[src/idv_pkg.sv]
package idv_pkg;

	// Configuration register map
	localparam int CFG_IDX_W  = 1;
	localparam int CFG_DATA_W = 16;
	localparam logic [CFG_IDX_W-1:0] CFG_COMMENT_CHAR   = 1'd0;
	localparam logic [CFG_IDX_W-1:0] CFG_MAX_LINE_BYTES = 1'd1;

	localparam logic [6:0]  COMMENT_CHAR_RST   = 7'd39;
	localparam logic [15:0] MAX_LINE_BYTES_RST = 16'd768;

	// Line classes reported with every result
	typedef enum logic [2:0] {
		CL_NONE    = 3'd0,
		CL_COMMENT = 3'd1,
		CL_EMPTY   = 3'd2,
		CL_INVALID = 3'd3,
		CL_UEOL    = 3'd4,
		CL_TRUNC   = 3'd5,
		CL_VALID   = 3'd6
	} line_class_t;

	typedef struct packed {
		logic [6:0]  comment_char;
		logic [15:0] max_line_bytes;
	} cfg_t;

	typedef struct packed {
		logic        emit;
		line_class_t cls;
		logic [15:0] bytes;
	} line_result_t;

endpackage

[src/idv_cfg_regs.sv]
module idv_cfg_regs (
	input  logic                             clk,
	input  logic                             arst_n,
	input  logic                             wr_en,
	input  logic [idv_pkg::CFG_IDX_W-1:0]    index,
	input  logic [idv_pkg::CFG_DATA_W-1:0]   data,
	output idv_pkg::cfg_t                    cfg
);

	logic [6:0]  comment_char_q;
	logic [15:0] max_line_bytes_q;

	always_ff @(posedge clk or negedge arst_n) begin
		if (!arst_n) begin
			comment_char_q   <= idv_pkg::COMMENT_CHAR_RST;
			max_line_bytes_q <= idv_pkg::MAX_LINE_BYTES_RST;
		end else if (wr_en) begin
			unique case (index)
				idv_pkg::CFG_COMMENT_CHAR:   comment_char_q   <= data[6:0];
				idv_pkg::CFG_MAX_LINE_BYTES: max_line_bytes_q <= data[15:0];
			endcase
		end
	end

	assign cfg.comment_char   = comment_char_q;
	assign cfg.max_line_bytes = max_line_bytes_q;

endmodule

[src/idv_parser.sv]
module idv_parser (
	input  logic                  clk,
	input  logic                  arst_n,
	input  logic                  step,
	input  logic [7:0]            data_byte,
	input  logic                  end_of_input,
	input  idv_pkg::cfg_t         cfg,
	output idv_pkg::line_result_t result
);

	typedef enum logic [3:0] {
		PH_START = 4'd0,
		PH_ID    = 4'd1,
		PH_WS    = 4'd2,
		PH_CM    = 4'd3,
		PH_CMP   = 4'd4,
		PH_CMS   = 4'd5,
		PH_CMA   = 4'd6,
		PH_CMC   = 4'd7,
		PH_LF    = 4'd8,
		PH_TRUNC = 4'd9
	} phase_t;

	phase_t               phase_q, phase_d;
	logic [2:0]           idx_q, idx_d, idx_inc;
	logic [15:0]          count_q, count_d;
	idv_pkg::line_class_t pend_q, pend_d;

	logic is_byte, is_nl, is_cc, is_blank, is_graph, is_conf, is_letter;
	logic is_at, is_lpar, is_rpar, is_tilde;

	// Character classes; an end mark matches none but the tilde and lookalike tests
	always_comb begin
		is_byte   = !end_of_input;
		is_nl     = is_byte && data_byte == 8'h0A;
		is_cc     = is_byte && data_byte == {1'b0, cfg.comment_char};
		is_blank  = is_byte && (data_byte == 8'h20 || data_byte == 8'h09);
		is_graph  = is_byte && data_byte > 8'h20 && data_byte <= 8'h7E;
		is_tilde  = data_byte == 8'h7E;
		is_conf   = data_byte == 8'h49 || data_byte == 8'h7C || data_byte == 8'h6F
			|| data_byte == 8'h4F || data_byte == 8'h60 || data_byte == 8'h27;
		is_letter = is_byte && ((data_byte >= 8'h41 && data_byte <= 8'h5A)
			|| (data_byte >= 8'h61 && data_byte <= 8'h7A));
		is_at     = is_byte && data_byte == 8'h40;
		is_lpar   = is_byte && data_byte == 8'h28;
		is_rpar   = is_byte && data_byte == 8'h29;
	end

	always_comb begin
		phase_d = phase_q;
		idx_d   = idx_q;
		pend_d  = pend_q;
		idx_inc = idx_q + 3'd1;

		if (phase_q == PH_TRUNC || count_q >= cfg.max_line_bytes) begin
			phase_d = PH_TRUNC;
			pend_d  = idv_pkg::CL_TRUNC;
		end else begin
			unique case (phase_q)
				PH_START: begin
					if (end_of_input) begin
						pend_d = idv_pkg::CL_NONE;
					end else if (is_cc) begin
						phase_d = PH_LF;
						pend_d  = idv_pkg::CL_COMMENT;
					end else if (is_graph) begin
						if (!is_conf) begin
							phase_d = PH_ID;
							idx_d   = 3'd0;
						end else begin
							phase_d = PH_LF;
							pend_d  = idv_pkg::CL_INVALID;
						end
					end else if (!is_nl) begin
						phase_d = PH_LF;
						pend_d  = idv_pkg::CL_INVALID;
					end else begin
						pend_d = idv_pkg::CL_EMPTY;
					end
				end
				PH_ID: begin
					if (is_nl) begin
						pend_d = idv_pkg::CL_UEOL;
					end else if (idx_q < 3'd7) begin
						if (is_graph && !is_tilde && !is_conf) begin
							idx_d = idx_inc;
							if (idx_inc >= 3'd7) phase_d = PH_WS;
						end else begin
							phase_d = PH_LF;
							pend_d  = idv_pkg::CL_INVALID;
						end
					end
				end
				PH_WS: begin
					if (is_nl) begin
						pend_d = idv_pkg::CL_UEOL;
					end else if (is_blank) begin
						phase_d = PH_CM;
					end else begin
						phase_d = PH_LF;
						pend_d  = idv_pkg::CL_INVALID;
					end
				end
				PH_CM: begin
					if (is_nl) begin
						pend_d = idv_pkg::CL_UEOL;
					end else if (is_cc) begin
						phase_d = PH_CMP;
					end else if (!is_blank) begin
						phase_d = PH_LF;
						pend_d  = idv_pkg::CL_INVALID;
					end
				end
				PH_CMP: begin
					if (is_nl) begin
						pend_d = idv_pkg::CL_UEOL;
					end else if (!is_at && !is_blank) begin
						phase_d = PH_CMS;
					end else if (!is_blank) begin
						phase_d = PH_LF;
						pend_d  = idv_pkg::CL_INVALID;
					end
				end
				PH_CMS: begin
					if (is_nl) begin
						pend_d = idv_pkg::CL_UEOL;
					end else if (is_at) begin
						phase_d = PH_CMA;
					end
				end
				PH_CMA: begin
					if (is_nl) begin
						pend_d = idv_pkg::CL_UEOL;
					end else if (!is_lpar && !is_blank) begin
						phase_d = PH_CMC;
					end else if (!is_blank) begin
						phase_d = PH_LF;
						pend_d  = idv_pkg::CL_INVALID;
					end
				end
				PH_CMC: begin
					if (is_nl) begin
						pend_d = idv_pkg::CL_UEOL;
					end else if (is_lpar) begin
						idx_d = 3'd1;
					end else if (idx_q < 3'd4) begin
						if (idx_q < 3'd3 && is_letter) begin
							idx_d = idx_inc;
						end else if (idx_q == 3'd3 && is_rpar) begin
							phase_d = PH_LF;
							pend_d  = idv_pkg::CL_VALID;
						end else begin
							phase_d = PH_LF;
							pend_d  = idv_pkg::CL_INVALID;
						end
					end
				end
				default: ;
			endcase
		end

		// Saturating byte count; the end mark is not a byte
		if (is_byte && count_q != 16'hFFFF) count_d = count_q + 16'd1;
		else count_d = count_q;
	end

	assign result.emit  = is_nl || end_of_input;
	assign result.cls   = pend_d;
	assign result.bytes = count_d;

	always_ff @(posedge clk or negedge arst_n) begin
		if (!arst_n) begin
			phase_q <= PH_START;
			idx_q   <= 3'd0;
			count_q <= 16'd0;
			pend_q  <= idv_pkg::CL_NONE;
		end else if (step) begin
			if (result.emit) begin
				phase_q <= PH_START;
				idx_q   <= 3'd0;
				count_q <= 16'd0;
				pend_q  <= idv_pkg::CL_NONE;
			end else begin
				phase_q <= phase_d;
				idx_q   <= idx_d;
				count_q <= count_d;
				pend_q  <= pend_d;
			end
		end
	end

endmodule

[src/id_list_line_validator.sv]
// Channel   Direction  Handshake             Payload
// in        input      in_valid / in_ready   data_byte[7:0], end_of_input
// out       output     out_valid / out_ready line_class[2:0], line_bytes[15:0]
// cfg       input      cfg_wr_en             cfg_index[0:0], cfg_data[15:0]
//
// One request per cycle sustained while out is not stalled; a result shows on out
// once its request has passed the input register and one parse step into the result
// register. The loop through the line state registers sets the rate.
// Reset clears the line state, both valid flags and restores the register defaults.
// A stall on out holds the parse stage; a request is still taken into the
// input register while a finished result waits, as long as that register is empty.
module id_list_line_validator (
	input  logic                           clk,
	input  logic                           arst_n,

	input  logic                           in_valid,
	output logic                           in_ready,
	input  logic [7:0]                     data_byte,
	input  logic                           end_of_input,

	output logic                           out_valid,
	input  logic                           out_ready,
	output logic [2:0]                     line_class,
	output logic [15:0]                    line_bytes,

	input  logic                           cfg_wr_en,
	input  logic [idv_pkg::CFG_IDX_W-1:0]  cfg_index,
	input  logic [idv_pkg::CFG_DATA_W-1:0] cfg_data
);

	idv_pkg::cfg_t         cfg;
	idv_pkg::line_result_t result;

	// Input register
	logic       valid_s1;
	logic [7:0] byte_s1;
	logic       eoi_s1;

	// Result register
	logic        out_valid_q;
	logic [2:0]  class_q;
	logic [15:0] bytes_q;

	logic advance, step;

	idv_cfg_regs u_cfg (
		.clk    (clk),
		.arst_n (arst_n),
		.wr_en  (cfg_wr_en),
		.index  (cfg_index),
		.data   (cfg_data),
		.cfg    (cfg)
	);

	// The parse stage moves only when the result register can take a new result
	assign advance  = !out_valid_q || out_ready;
	assign step     = valid_s1 && advance;
	assign in_ready = !valid_s1 || advance;

	idv_parser u_parser (
		.clk          (clk),
		.arst_n       (arst_n),
		.step         (step),
		.data_byte    (byte_s1),
		.end_of_input (eoi_s1),
		.cfg          (cfg),
		.result       (result)
	);

	// Capture a new request; drop the stage once parsed
	always_ff @(posedge clk or negedge arst_n) begin
		if (!arst_n) begin
			valid_s1 <= 1'b0;
		end else if (in_valid && in_ready) begin
			valid_s1 <= 1'b1;
		end else if (step) begin
			valid_s1 <= 1'b0;
		end
	end

	always_ff @(posedge clk) begin
		if (in_valid && in_ready) begin
			byte_s1 <= data_byte;
			eoi_s1  <= end_of_input;
		end
	end

	// Load a result when a line closes; hold it until the consumer takes it
	always_ff @(posedge clk or negedge arst_n) begin
		if (!arst_n) begin
			out_valid_q <= 1'b0;
		end else if (step && result.emit) begin
			out_valid_q <= 1'b1;
		end else if (out_ready) begin
			out_valid_q <= 1'b0;
		end
	end

	always_ff @(posedge clk) begin
		if (step && result.emit) begin
			class_q <= result.cls;
			bytes_q <= result.bytes;
		end
	end

	assign out_valid  = out_valid_q;
	assign line_class = class_q;
	assign line_bytes = bytes_q;

endmodule

[config.mk]
export PLATFORM = sky130hd
export DESIGN_NAME = id_list_line_validator
export DESIGN_NICKNAME = d
export VERILOG_FILES = /design/src/idv_pkg.sv /design/src/idv_cfg_regs.sv /design/src/idv_parser.sv /design/src/id_list_line_validator.sv
export SDC_FILE = /design/constraint.sdc
export NUM_CORES = 1
export LEC_CHECK = 0
export CAP_MARGIN = 20
export CELL_PAD_IN_SITES_DETAIL_PLACEMENT = 0
export CELL_PAD_IN_SITES_GLOBAL_PLACEMENT = 1
export CORE_MARGIN = 2
export CORE_UTILIZATION = 50
export CTS_BUF_LIST = sky130_fd_sc_hd__clkbuf_8
export DETAILED_ROUTE_END_ITERATION = 10
export DONT_BUFFER_PORTS = 1
export PLACE_DENSITY_LB_ADDON = 0.1
export SETUP_SLACK_MARGIN = 0.4
export SLEW_MARGIN = 0
export SYNTH_ARGS = -nofsm -noshare
export SYNTH_HDL_FRONTEND = slang
export SYNTH_SLANG_ARGS = --single-unit
[constraint.sdc]
create_clock -name clk -period 6.08 [get_ports clk]
set_input_delay 0.608 -clock clk [delete_from_list [all_inputs] [get_ports clk]]
set_output_delay 0.608 -clock clk [all_outputs]
set_load 0.005 [all_outputs]
Word level (Yosys, flattened, before mapping)
Index checks and enable logic that the tools add are counted.
{"block": "word_totals", "regBits": 79, "output_inout_bits": 21, "wordCells": 197, "input_bits": 31}
{"block": "classes", "magnitude_cmp": 11, "mux": 72, "n_eq_ne": 50, "n_reduce_logical": 49, "bitwise_logic": 1, "addsub": 2}
{"op": "2-to-1 mux 3 bit", "n": 36}
{"op": "2-to-1 mux 4 bit", "n": 26}
{"op": "== test 8 x 7 -> 1 bit, second input constant", "n": 7}
{"op": "== test 8 x 6 -> 1 bit, second input constant", "n": 4}
{"op": "2-to-1 mux 16 bit", "n": 2}
{"op": "inequality test 4 bit, second input constant", "n": 8}
{"op": "one-hot mux 4 bit (8 select lines)", "n": 1}
{"op": "less-or-equal comparator 8 x 7 -> 1 bit, second input constant", "n": 3}
{"op": "one-hot mux 3 bit (8 select lines)", "n": 1}
{"op": "logical AND 1 bit", "n": 21}
{"op": "inequality test 4 x 2 -> 1 bit, second input constant", "n": 5}
{"op": "AND reduction 17 bit", "n": 1}
{"op": "adder 16 x 1 -> 16 bit, second input constant", "n": 1}
{"op": "== test 4 x 3 -> 1 bit, second input constant", "n": 4}
{"op": "== test 8 x 4 -> 1 bit, second input constant", "n": 2}
{"op": "greater-or-equal comparator 16 bit", "n": 1}
{"op": "greater-or-equal comparator 8 x 7 -> 1 bit, second input constant", "n": 2}
{"op": "inequality test 16 bit, second input constant", "n": 1}
{"op": "inequality test 3 bit, second input constant", "n": 5}
{"op": "AND reduction 13 bit", "n": 1}
{"op": "logical OR 1 bit", "n": 11}
{"op": "nonzero test 10 bit", "n": 1}
{"op": "inequality test 3 x 2 -> 1 bit, second input constant", "n": 3}
{"op": "one-hot mux 3 bit (3 select lines)", "n": 1}
{"op": "other kinds (21)", "n": 37}

Longest topological paths before layout
Gate-level depths: netlist (run 1).
{"block": "depth", "word_depth": 14, "ltp_mapped": 9, "mapped_depth_nobuf": 9}

Cells and area by module
Synthesis (run 1) repeated with hierarchy kept, for this count alone.
{"block": "unflattened", "hier_cells": 489, "area_unflattened_um2": 5007.3}
{"mod": "idv_parser", "n_inst": 1, "area_each_um2": 3100.5, "cells_per_inst": 401}
{"mod": "idv_cfg_regs", "n_inst": 1, "area_each_um2": 954.7, "cells_per_inst": 50}
{"mod": "id_list_line_validator", "n_inst": 1, "area_each_um2": 952.2, "cells_per_inst": 38}

Worst setup path after synthesis (run 1)
No wires, ideal clock.
{"block": "synth_timing", "path_type": "flip-flop to flip-flop", "start": "register byte_s1[6]", "end": "register class_q[1] (netlist: line_class[1]) (data pin)", "setup_time_ns": 0.255, "arrival_time_ns": 2.336, "t_required_ns": 5.825, "stages_incl_launch_ff": 8, "path_slack_ns": 3.489, "n_path_buf": 1, "cell_sequence": "edfxtp_1 -> buf_6 -> nor4b_1 -> a2111o_1 -> or3_4 -> o2bb2ai_2 -> or4b_1 -> and2_1"}
{"element": "start, declared", "line_no": "id_list_line_validator.sv:36", "text": "logic [7:0] byte_s1;"}
{"element": "start signal, assigned", "line_no": "id_list_line_validator.sv:83", "text": "byte_s1 <= data_byte;"}
{"element": "end signal, assigned", "line_no": "id_list_line_validator.sv:101", "text": "class_q <= result.cls;"}
{"element": "end, declared", "line_no": "id_list_line_validator.sv:41", "text": "logic [2:0] class_q;"}

==> results of run 1 <==
[layer usage]
metal | vias up | wire, um
met5 | - | 0
met2 | 158 | 5260
met1 | 1801 | 5520
met3 | 20 | 869
li1 | 1778 | -
met4 | 0 | 214
[repair_timing]
| item | in CTS | in global routing |
|---|---|---|
| setup endpoints to repair | 0 | 0 |
| hold buffers | 1 | 0 |
| endpoints found under the hold margin | 45 | 0 |
[where the power goes]
group	leakage [nW]	internal [mW]	switching, mW	total [mW]
clock	0.115	0.233	0.205	0.438
sequential	0.907	0.624	0.0883	0.712
combinational	1.05	0.145	0.190	0.336
total	2.07	1.00	0.483	1.49
[through the flow]
step | cell area (sq um) | util (%) | cells | hold slack (ns) | power, mW
after floorplan | 4810 | - | 485 | 0.312 | 0.960
after global routing | 5110 | 55.1 | 606 | 0.0512 | 1.57
final | 5110 | 55.1 | 606 | 0.0778 | 1.49
after detailed placement | 4870 | 52.4 | 589 | 0.314 | 1.05
after global placement | 4870 | 52.4 | 589 | 0.314 | 1.04
after CTS | 5110 | 55.1 | 606 | 0.0602 | 1.49
[state kept, by name (all words and copies together), names as in the netlist]
signal                  count
u_parser.phase_q            4
valid_s1                    1
u_parser.idx_q              3
out_valid                   1
eoi_s1                      1
byte_s1                     8
u_cfg.comment_char_q        7
u_parser.count_q           16
u_parser.pend_q             3
line_class                  3
u_cfg.max_line_bytes_q     16
line_bytes                 16
[cell families (layout without fill, tap and decap cells)]
kind of cell | count (synthesis) | after routing | share of synthesized area, %
xor+xnor | 22 | 22 | 4.00
compound gates | 116 | 116 | 17.7
simple gates | 167 | 167 | 18.3
flops | 79 | 79 | 44.1
mux | 26 | 26 | 6.03
buf+inv | 55 | 47 | 4.63
fa+ha+maj | 20 | 20 | 5.20
[layout by cell type (no fill, tap or decap), types with 9 or more instances in the layout]
master / count
edfxtp_1: 28
o21ai_0: 19
xnor2_1: 10
inv_1: 29
mux2_2: 24
dfrtp_1: 45
nand3_1: 16
a21oi_1: 13
clkbuf_8: 9
nor2b_1: 9
o31ai_1: 10
ha_1: 20
xor2_1: 12
nor2_1: 37
nand2_1: 38
and2_1: 9
[layout make-up]
type / instances / area, sq um
fillers: 837 / 4170
multi-input cells: 351 / 2460
flip-flops and latches: 79 / 2120
well taps: 129 / 161
clock buffers: 9 / 124
inverters: 29 / 109
clock inverters: 7 / 95.1
repair buffers: 2 / 35.0
[worst max path at each step]
stage / to
after floorplan: line_class[1]
after global placement: u_parser.phase_q[3]
after detailed placement: line_class[1]
after CTS: line_class[1]
after global routing: u_parser.idx_q[1]
final: line_class[1]
[critical path: stages, from the launching register on]
cell and delay [ns]:
edfxtp_1 0.60, or2_1 0.37, a2111o_1 0.43, or3_4 0.42, o2bb2ai_2 0.14, or4b_1 0.55, and2_1 0.18
==> impl_metrics.yaml, run 1 <==
run_status:
  status: "finished, final reports clean"
global_routing:
  use_met3_pct: 5.40
  grt_pass1_wl_um: 19200
  grt_util_all_layers_pct: 24.0
  antenna_found_initial: 0
  busiest_layer: "met2"
  grt_max_degree: 46
  overflow: 0
  grtUsageMet2_pct: 35.5
  grt_util_met1_pct: 35.2
  grt_pass1_vias: 3595
floorplanning:
  fp.dieH_um: 102
  rows: 35
  io_pins: 52
  initial_core_util_pct: 51.8
  die_w_um: 102
  die-area_sq_mm: 0.0104
  core_sq_mm: 0.00928
clock_network:
  clock_path_buffers: 2
  numCtsBuffers: 9
  insertion_delay_ns: 0.36
  clk_pin_slew_ns: 0.09
  tritoncts: "built"
  clock-sinks: 79
  cts_resized: 0
  clock-root-buffer: "clkbuf_8"
  cts_setup_buffers: 0
  cts_max_level: 3
synth:
  synth-seq-cells: 79
  synth_nets: 536
  ys.flop_type: "dfrtp_1"
  synth_common_cells: "45 x dfrtp_1, 38 x nand2_1, 37 x nor2_1, 28 x edfxtp_1, 28 x inv_1"
  netlist_area_sq_mm: 0.00481
  synth.yosys.warnings: 0
  synth_top_area_cell: "dfrtp_1"
  synthCells: 485
  ys_seq_area_share_pct: 44.1
  synth_top_area_share_pct: 23.4
  synth-edff-count: 28
  synthTopCellsByArea: "dfrtp_1 23%, edfxtp_1 17%, mux2_2 5.6%"
  synth.distinct_cells: 74
  synth.avg_cell_area_sq_um: 9.92
  yosysMostFrequentCell: "dfrtp_1"
  async_reset_ff_share_pct: 64.6
timing:
  worstMarginPinSlew_ns: 0.971
  rsz0062_at_grt: "false"
  timing.final.ws_setup_ns: 3.14
  fmax_mhz: 341
  finalSetupTns_ns: 0
  hold_violations: 0
  period_minus_slack_ns: 2.94
  max_slew_margin_pct: 35.0
  finalSetupViolCount: 0
  fin_worst_skew_ns: 0.0170
  fin_crit_sh_pct: 48.3
  final_max_slew_viol_count: 0
routing:
  detail_route.wl_per_cell_um: 19.6
  firstDrtPassIters: 5
  antenna_left: 0
  totalWireLength_um: 11900
  drt_iter0_drc: 269
  vias: 3757
  vias_per_cell: 6.20
  drc_errors: 0
finish:
  diodes: 0
  nets: 523
  syn_to_final_growth_pct: 6.27
  drive_above_1_share_pct: 12.2
worst_setup_path:
  ff2ff_path_depth: 6
  worstReg2RegStart: "eoi_s1"
  ff2ff_setup_slack_ns: 3.14
  required_ns: 6.19
  crit_type: "flip-flop to flip-flop"
  cp.arrival_ns: 3.04
  cp-start-kind: "flip-flop"
  crit_path_end_kind: "flip-flop"
  critPathMaxFanout: 14
  critPathLaunch: "eoi_s1"
  r2r-end: "line_class[1]"
run:
  drv_cap: 0
power:
  ir_worst_vdd_v: 0.000146
  leakage_nw: 2.07
  p_per_area_mw_per_mm2: 290
placement:
  pre_cts_slack_ns: 3.15
  gp_congestion: 0.934
  portBuffers: 0
  dp_hpwl_um: 8620
min_path:
  hold_path.class: "input pin to async pin"
No activity file was read; power rests on OpenSTA's default activity.
==> run 2, diff against run 1 <==
--- a/config.mk
+++ b/config.mk
@@ -9,7 +9,7 @@
 export CELL_PAD_IN_SITES_DETAIL_PLACEMENT = 0
 export CELL_PAD_IN_SITES_GLOBAL_PLACEMENT = 1
 export CORE_MARGIN = 2
-export CORE_UTILIZATION = 50
+export CORE_UTILIZATION = 47
 export CTS_BUF_LIST = sky130_fd_sc_hd__clkbuf_8
 export DETAILED_ROUTE_END_ITERATION = 10
 export DONT_BUFFER_PORTS = 1
==> constraint.sdc (replaced) <==
create_clock -name clk -period 2.5 [get_ports clk]
set_input_delay 0.25 -clock clk [delete_from_list [all_inputs] [get_ports clk]]
set_output_delay 0.25 -clock clk [all_outputs]
set_load 0.005 [all_outputs]
==> impl_metrics.yaml, run 2 (synthesized netlist as in run 1, its figures left out) <==
routing:
  firstDrtPassIters: 4
  vias_per_cell: 5.72
  drc_errors: 0
  drt_iter0_drc: 213
  antenna_left: 0
  detail_route.wl_per_cell_um: 18.5
  totalWireLength_um: 13300
  vias: 4104
timing:
  finalSetupViolCount: 7
  fin_crit_sh_pct: 107
  rsz0062_at_grt: "true"
  max_slew_margin_pct: 53.4
  hold_ws_ns: 0.0381
  timing.final.ws_setup_ns: -0.178
  finalSetupTns_ns: -0.670
  fin_worst_skew_ns: 0.0178
  period_minus_slack_ns: 2.68
  worstMarginPinSlew_ns: 0.697
  hold_violations: 0
  fmax_mhz: 373
  final_max_slew_viol_count: 0
worst_setup_path:
  required_ns: 2.75
  ff2ff_path_depth: 8
  ff2ff_setup_slack_ns: -0.18
  crit_cells: 8
  critPathMaxFanout: 4
  crit_path_end_kind: "flip-flop"
  cp.buffers_inverters: 1
  r2r-end: "u_parser.phase_q[1]"
  critPathTopFamily: "compound AO/OA/AOI/OAI gates"
  worstReg2RegStart: "byte_s1[2]"
  cp-start-kind: "flip-flop"
  crit_type: "flip-flop to flip-flop"
  path_cells: "buf_4 -> nand4b_1 -> nor3_1 -> a2111o_1 -> or4_4 -> a311o_1 -> a311o_1 -> o221ai_1"
  cpPeakStageDelay_ns: 0.61
  slowest_stage: "or4_4"
  critPathLaunch: "byte_s1[2]"
  cp.arrival_ns: 2.93
  worst_path_most_repeated_cell: "a311o_1"
finish:
  fin_util_pct: 64.5
  multi_input_area_sq_mm: 0.00282
  syn_to_final_growth_pct: 32.3
  mostFrequentLayoutCells: "80 x buf_4, 44 x dfrtp_1, 38 x nand2_1, 33 x nor2_1, 28 x edfxtp_1"
  ff_latch_area_sq_mm: 0.00213
  final_common_cell: "buf_4"
  final_cell_area_sq_mm: 0.00637
  fill_cells: 809
  nets: 629
  drive_above_1_share_pct: 35.7
clock_network:
  clk_pin_slew_ns: 0.10
  numCtsBuffers: 9
  clock-sinks: 79
  clock-root-buffer: "clkbuf_8"
  insertion_delay_ns: 0.35
  tritoncts: "built"
  clock_path_buffers: 2
  cts_max_level: 3
power:
  p_per_area_mw_per_mm2: 619
  leakage_nw: 2.68
  p_seq_share_pct: 42.2
  ir_worst_vdd_v: 0.000346
  switchingPower_mw: 1.33
  p_sw_share_pct: 33.7
  intPower_mw: 2.61
  combPwrFrac_pct: 32.6
  pwr-share-clk_pct: 25.2
floorplanning:
  core_sq_mm: 0.00986
  io_pins: 52
  initial_core_util_pct: 48.8
  rows: 36
  die_w_um: 105
  fp.dieH_um: 105
  die-area_sq_mm: 0.0111
global_routing:
  overflow: 0
  grt_max_degree: 52
  antenna_found_initial: 1
  grt_pass1_wl_um: 21400
  grt_util_all_layers_pct: 24.6
  grt_pass1_vias: 4134
min_path:
  hold_path.class: "input pin to flip-flop"
  min-delay-start: "cfg_data[10]"
  hold_path_depth: 1
  min_to: "u_cfg.max_line_bytes_q[10]"
run_status:
  status: "finished, violations left"
  violations: "negative setup slack"
placement:
  post_dp_cell_area_sq_mm: 0.00544
  portBuffers: 0
  gp_congestion: 0.909
  dp_hpwl_um: 9710
run:
  drv_cap: 0
-- run 2: cell count changes in the layout (fill, tap and decap cells not counted), moves of 4 or more --
| cell | previous run | this run |
|---|---|---|
| buf_4 | 1 | 80 |
| buf_6 | 0 | 14 |
| dlygate4sd3_1 | 0 | 11 |
| nor2_1 | 37 | 33 |
| nor2_2 | 0 | 4 |
| nor4_1 | 6 | 2 |
| o21ai_0 | 19 | 15 |
-- run 2: cell type report --
type,instances,share of cell area [%]
Sequential cell,79,33.4
Antenna cell,1,0.0393
Multi-Input combinational cell,351,44.3
Tap cell,133,2.61
Timing Repair Buffer,108,14.7
Inverter,29,1.75
Clock inverter,7,1.24
Clock buffer,9,1.95
-- run 2: power by group through the flow --
stage / combinational [mW] / sequential (mW) / clock, mW
4_1_cts: 1.19 / 1.66 / 1.01
3_5_place_dp: 1.04 / 1.68 / 0
5_1_grt: 1.41 / 1.69 / 1.07
6_report: 1.28 / 1.66 / 0.994
2_1_floorplan: 0.725 / 1.62 / 0
3_3_place_gp: 1.03 / 1.68 / 0
-- run 2: worst max-delay path by stage --
stage,to,slack (ns)
floorplan,line_class[1],-0.07
global placement,line_class[1],-0.07
detailed placement,line_class[1],-0.1
CTS,line_class[1],-0.08
global route,line_class[1],-0.28
finish,u_parser.phase_q[1],-0.18
-- run 2: layer usage --
metal | GRT usage [%] | wire, um
met5 | 0 | 0
met1 | 35.9 | 6320
met2 | 37.1 | 6050
met4 | 7.05 | 203
met3 | 4.74 | 696
-- run 2: repair_timing --
action,in CTS,in global routing
pin swaps,30,14
buffers inserted,13,7
endpoints found under the setup margin,22,51
hold endpoints to repair,61,0
hold buffers,12,0
gates resized for setup,58,31
gates cloned,0,1
-- run 2: per-stage QoR --
stage / setup slack (ns) / power [mW] / cells
2_1_floorplan: -0.0691 / 2.34 / 485
3_3_place_gp: -0.0657 / 2.72 / 667
3_5_place_dp: -0.0991 / 2.72 / 667
4_1_cts: -0.0756 / 3.87 / 708
5_1_grt: -0.279 / 4.16 / 716
6_report: -0.178 / 3.94 / 717
==> run 3, diff against run 2 <==
--- a/config.mk
+++ b/config.mk
@@ -9,7 +9,7 @@
 export CELL_PAD_IN_SITES_DETAIL_PLACEMENT = 0
 export CELL_PAD_IN_SITES_GLOBAL_PLACEMENT = 1
 export CORE_MARGIN = 2
-export CORE_UTILIZATION = 47
+export CORE_UTILIZATION = 45
 export CTS_BUF_LIST = sky130_fd_sc_hd__clkbuf_8
 export DETAILED_ROUTE_END_ITERATION = 10
 export DONT_BUFFER_PORTS = 1
==> impl_metrics.yaml, run 3 (synthesized netlist as in run 1, its figures left out) <==
power:
  p_sw_share_pct: 31.5
  ir_worst_vdd_v: 0.000437
  total_power_mw: 4.04
  p_per_area_mw_per_mm2: 636
  pwr-share-clk_pct: 28.2
  combPwrFrac_pct: 31.2
  p_seq_share_pct: 40.6
  leakage_nw: 2.70
  intPower_mw: 2.77
  switchingPower_mw: 1.27
clock_network:
  insertion_delay_ns: 0.37
  clk_pin_slew_ns: 0.08
  cts_max_level: 3
  tritoncts: "built"
  numCtsBuffers: 9
  clock_path_buffers: 2
  clock-sinks: 79
  clock-root-buffer: "clkbuf_8"
placement:
  post_dp_cell_area_sq_mm: 0.00544
  pre_cts_slack_ns: -0.148
  dp_hpwl_um: 9670
  portBuffers: 0
  gp_congestion: 0.881
timing:
  fin_crit_sh_pct: 104
  period_minus_slack_ns: 2.59
  finalSetupViolCount: 7
  max_slew_margin_pct: 52.4
  hold_violations: 0
  timing.final.ws_setup_ns: -0.0949
  final_max_slew_viol_count: 0
  fmax_mhz: 385
  worstMarginPinSlew_ns: 0.712
  fin_worst_skew_ns: 0.00689
  rsz0062_at_grt: "true"
floorplanning:
  initial_core_util_pct: 46.4
  die-area_sq_mm: 0.0115
  die_w_um: 107
  io_pins: 52
  fp.dieH_um: 107
  rows: 37
  core_sq_mm: 0.0104
finish:
  final_cell_area_sq_mm: 0.00635
  drive_above_1_share_pct: 34.4
  fill_cells: 900
  nets: 634
  mostFrequentLayoutCells: "87 x buf_4, 45 x dfrtp_1, 37 x nand2_1, 34 x nor2_1"
  syn_to_final_growth_pct: 32.1
  final_common_cell: "buf_4"
  fin_util_pct: 61.3
worst_setup_path:
  critPathMaxFanout: 5
  cp.arrival_ns: 2.72
  required_ns: 2.63
  cp-start-kind: "flip-flop"
  ff2ff_setup_slack_ns: -0.09
  crit_path_end_kind: "flip-flop"
  crit_type: "flip-flop to flip-flop"
routing:
  vias: 4180
  vias_per_cell: 5.77
  drt_iter0_drc: 212
  detail_route.wl_per_cell_um: 18.4
  totalWireLength_um: 13300
  antenna_left: 0
  drc_errors: 0
  firstDrtPassIters: 4
global_routing:
  grt_util_all_layers_pct: 24.6
  overflow: 0
  antenna_found_initial: 1
  grt_max_degree: 52
  grt_pass1_vias: 4172
  grt_pass1_wl_um: 21700
run_status:
  violations: "negative setup slack"
  status: "finished, violations left"
run:
  drv_cap: 0
min_path:
  hold_path.class: "input pin to flip-flop"
## run 3: changes by cell type in the layout (fill, tap and decap cells not counted), sizes merged
cell / before / now
clkbuf: 10 / 9
inv: 33 / 30
clkinvlp: 1 / 0
bufinv: 1 / 3
clkinv: 1 / 3
buf: 96 / 102
## run 3: layout make-up
class,count,area (sq um),share of cell area [%]
inverter,29,111,1.75
multi-input combinational,351,2760,43.5
sequential,79,2120,33.4
tap,136,170,2.68
antenna,1,2.50,0.0394
timing repair buffer,113,948,14.9
clock inverter,7,110,1.73
clock buffer,9,124,1.95
## run 3: layer usage
metal  track usage [%]  wire length (um)  up-vias  share of wire (%)
li1                  -                 -     2001                  -
met5                 0                 0        -                  0
met3              6.05               763       19                5.7
met1              33.9              6080     2042                 46
met2              39.0              6270      118                 47
met4              6.68               230        0                1.7
## run 3: power groups by stage
stage / combinational (mW) / sequential, mW / clock [mW]
6_report: 1.26 / 1.64 / 1.14
5_1_grt: 1.38 / 1.66 / 1.21
4_1_cts: 1.19 / 1.64 / 1.16
3_5_place_dp: 1.05 / 1.67 / 0
3_3_place_gp: 1.05 / 1.66 / 0
2_1_floorplan: 0.725 / 1.62 / 0
## run 3: per-stage QoR
stage | TNS [ns] | cells | hold slack, ns
2_1_floorplan | -0.0918 | 485 | -0.0456
3_3_place_gp | -0.323 | 670 | -0.0445
3_5_place_dp | -0.485 | 670 | -0.0440
4_1_cts | -0.0956 | 720 | 0.0135
5_1_grt | -1.27 | 724 | 0.00599
6_report | -0.228 | 725 | 0.0204
## run 3: repair_timing
item | in CTS | in global routing
endpoints found under the setup margin | 24 | 46
hold endpoints to repair | 61 | 0
cloned | 1 | 0
buffers inserted | 21 | 4
gates resized for setup | 47 | 31
hold buffers | 12 | 0
pin swaps | 21 | 11
## run 3: worst max-delay path, stage by stage (launching register included)
cell,delay (ns)
edfxtp_1,0.48
buf_6,0.16
nand4b_1,0.10
nor3_1,0.07
a2111o_1,0.34
or3_4,0.40
o2bb2ai_4,0.15
or4b_4,0.48
and2_1,0.17
## run 3: path summary, 6_finish.rpt
| kind | from | end | cells past startpoint |
|---|---|---|---|
| worst max-delay path | byte_s1[6] | line_class[1] | 8 |
| worst min-delay path | cfg_data[6] | u_cfg.max_line_bytes_q[6] | 1 |
| worst max register to register | byte_s1[6] | line_class[1] | 8 |
| worst min register to register | u_cfg.max_line_bytes_q[1] | u_cfg.max_line_bytes_q[1] | 1 |
| max in group asynchronous | arst_n | u_cfg.comment_char_q[2] | 2 |
| min in group asynchronous | arst_n | u_parser.pend_q[2] | 2 |
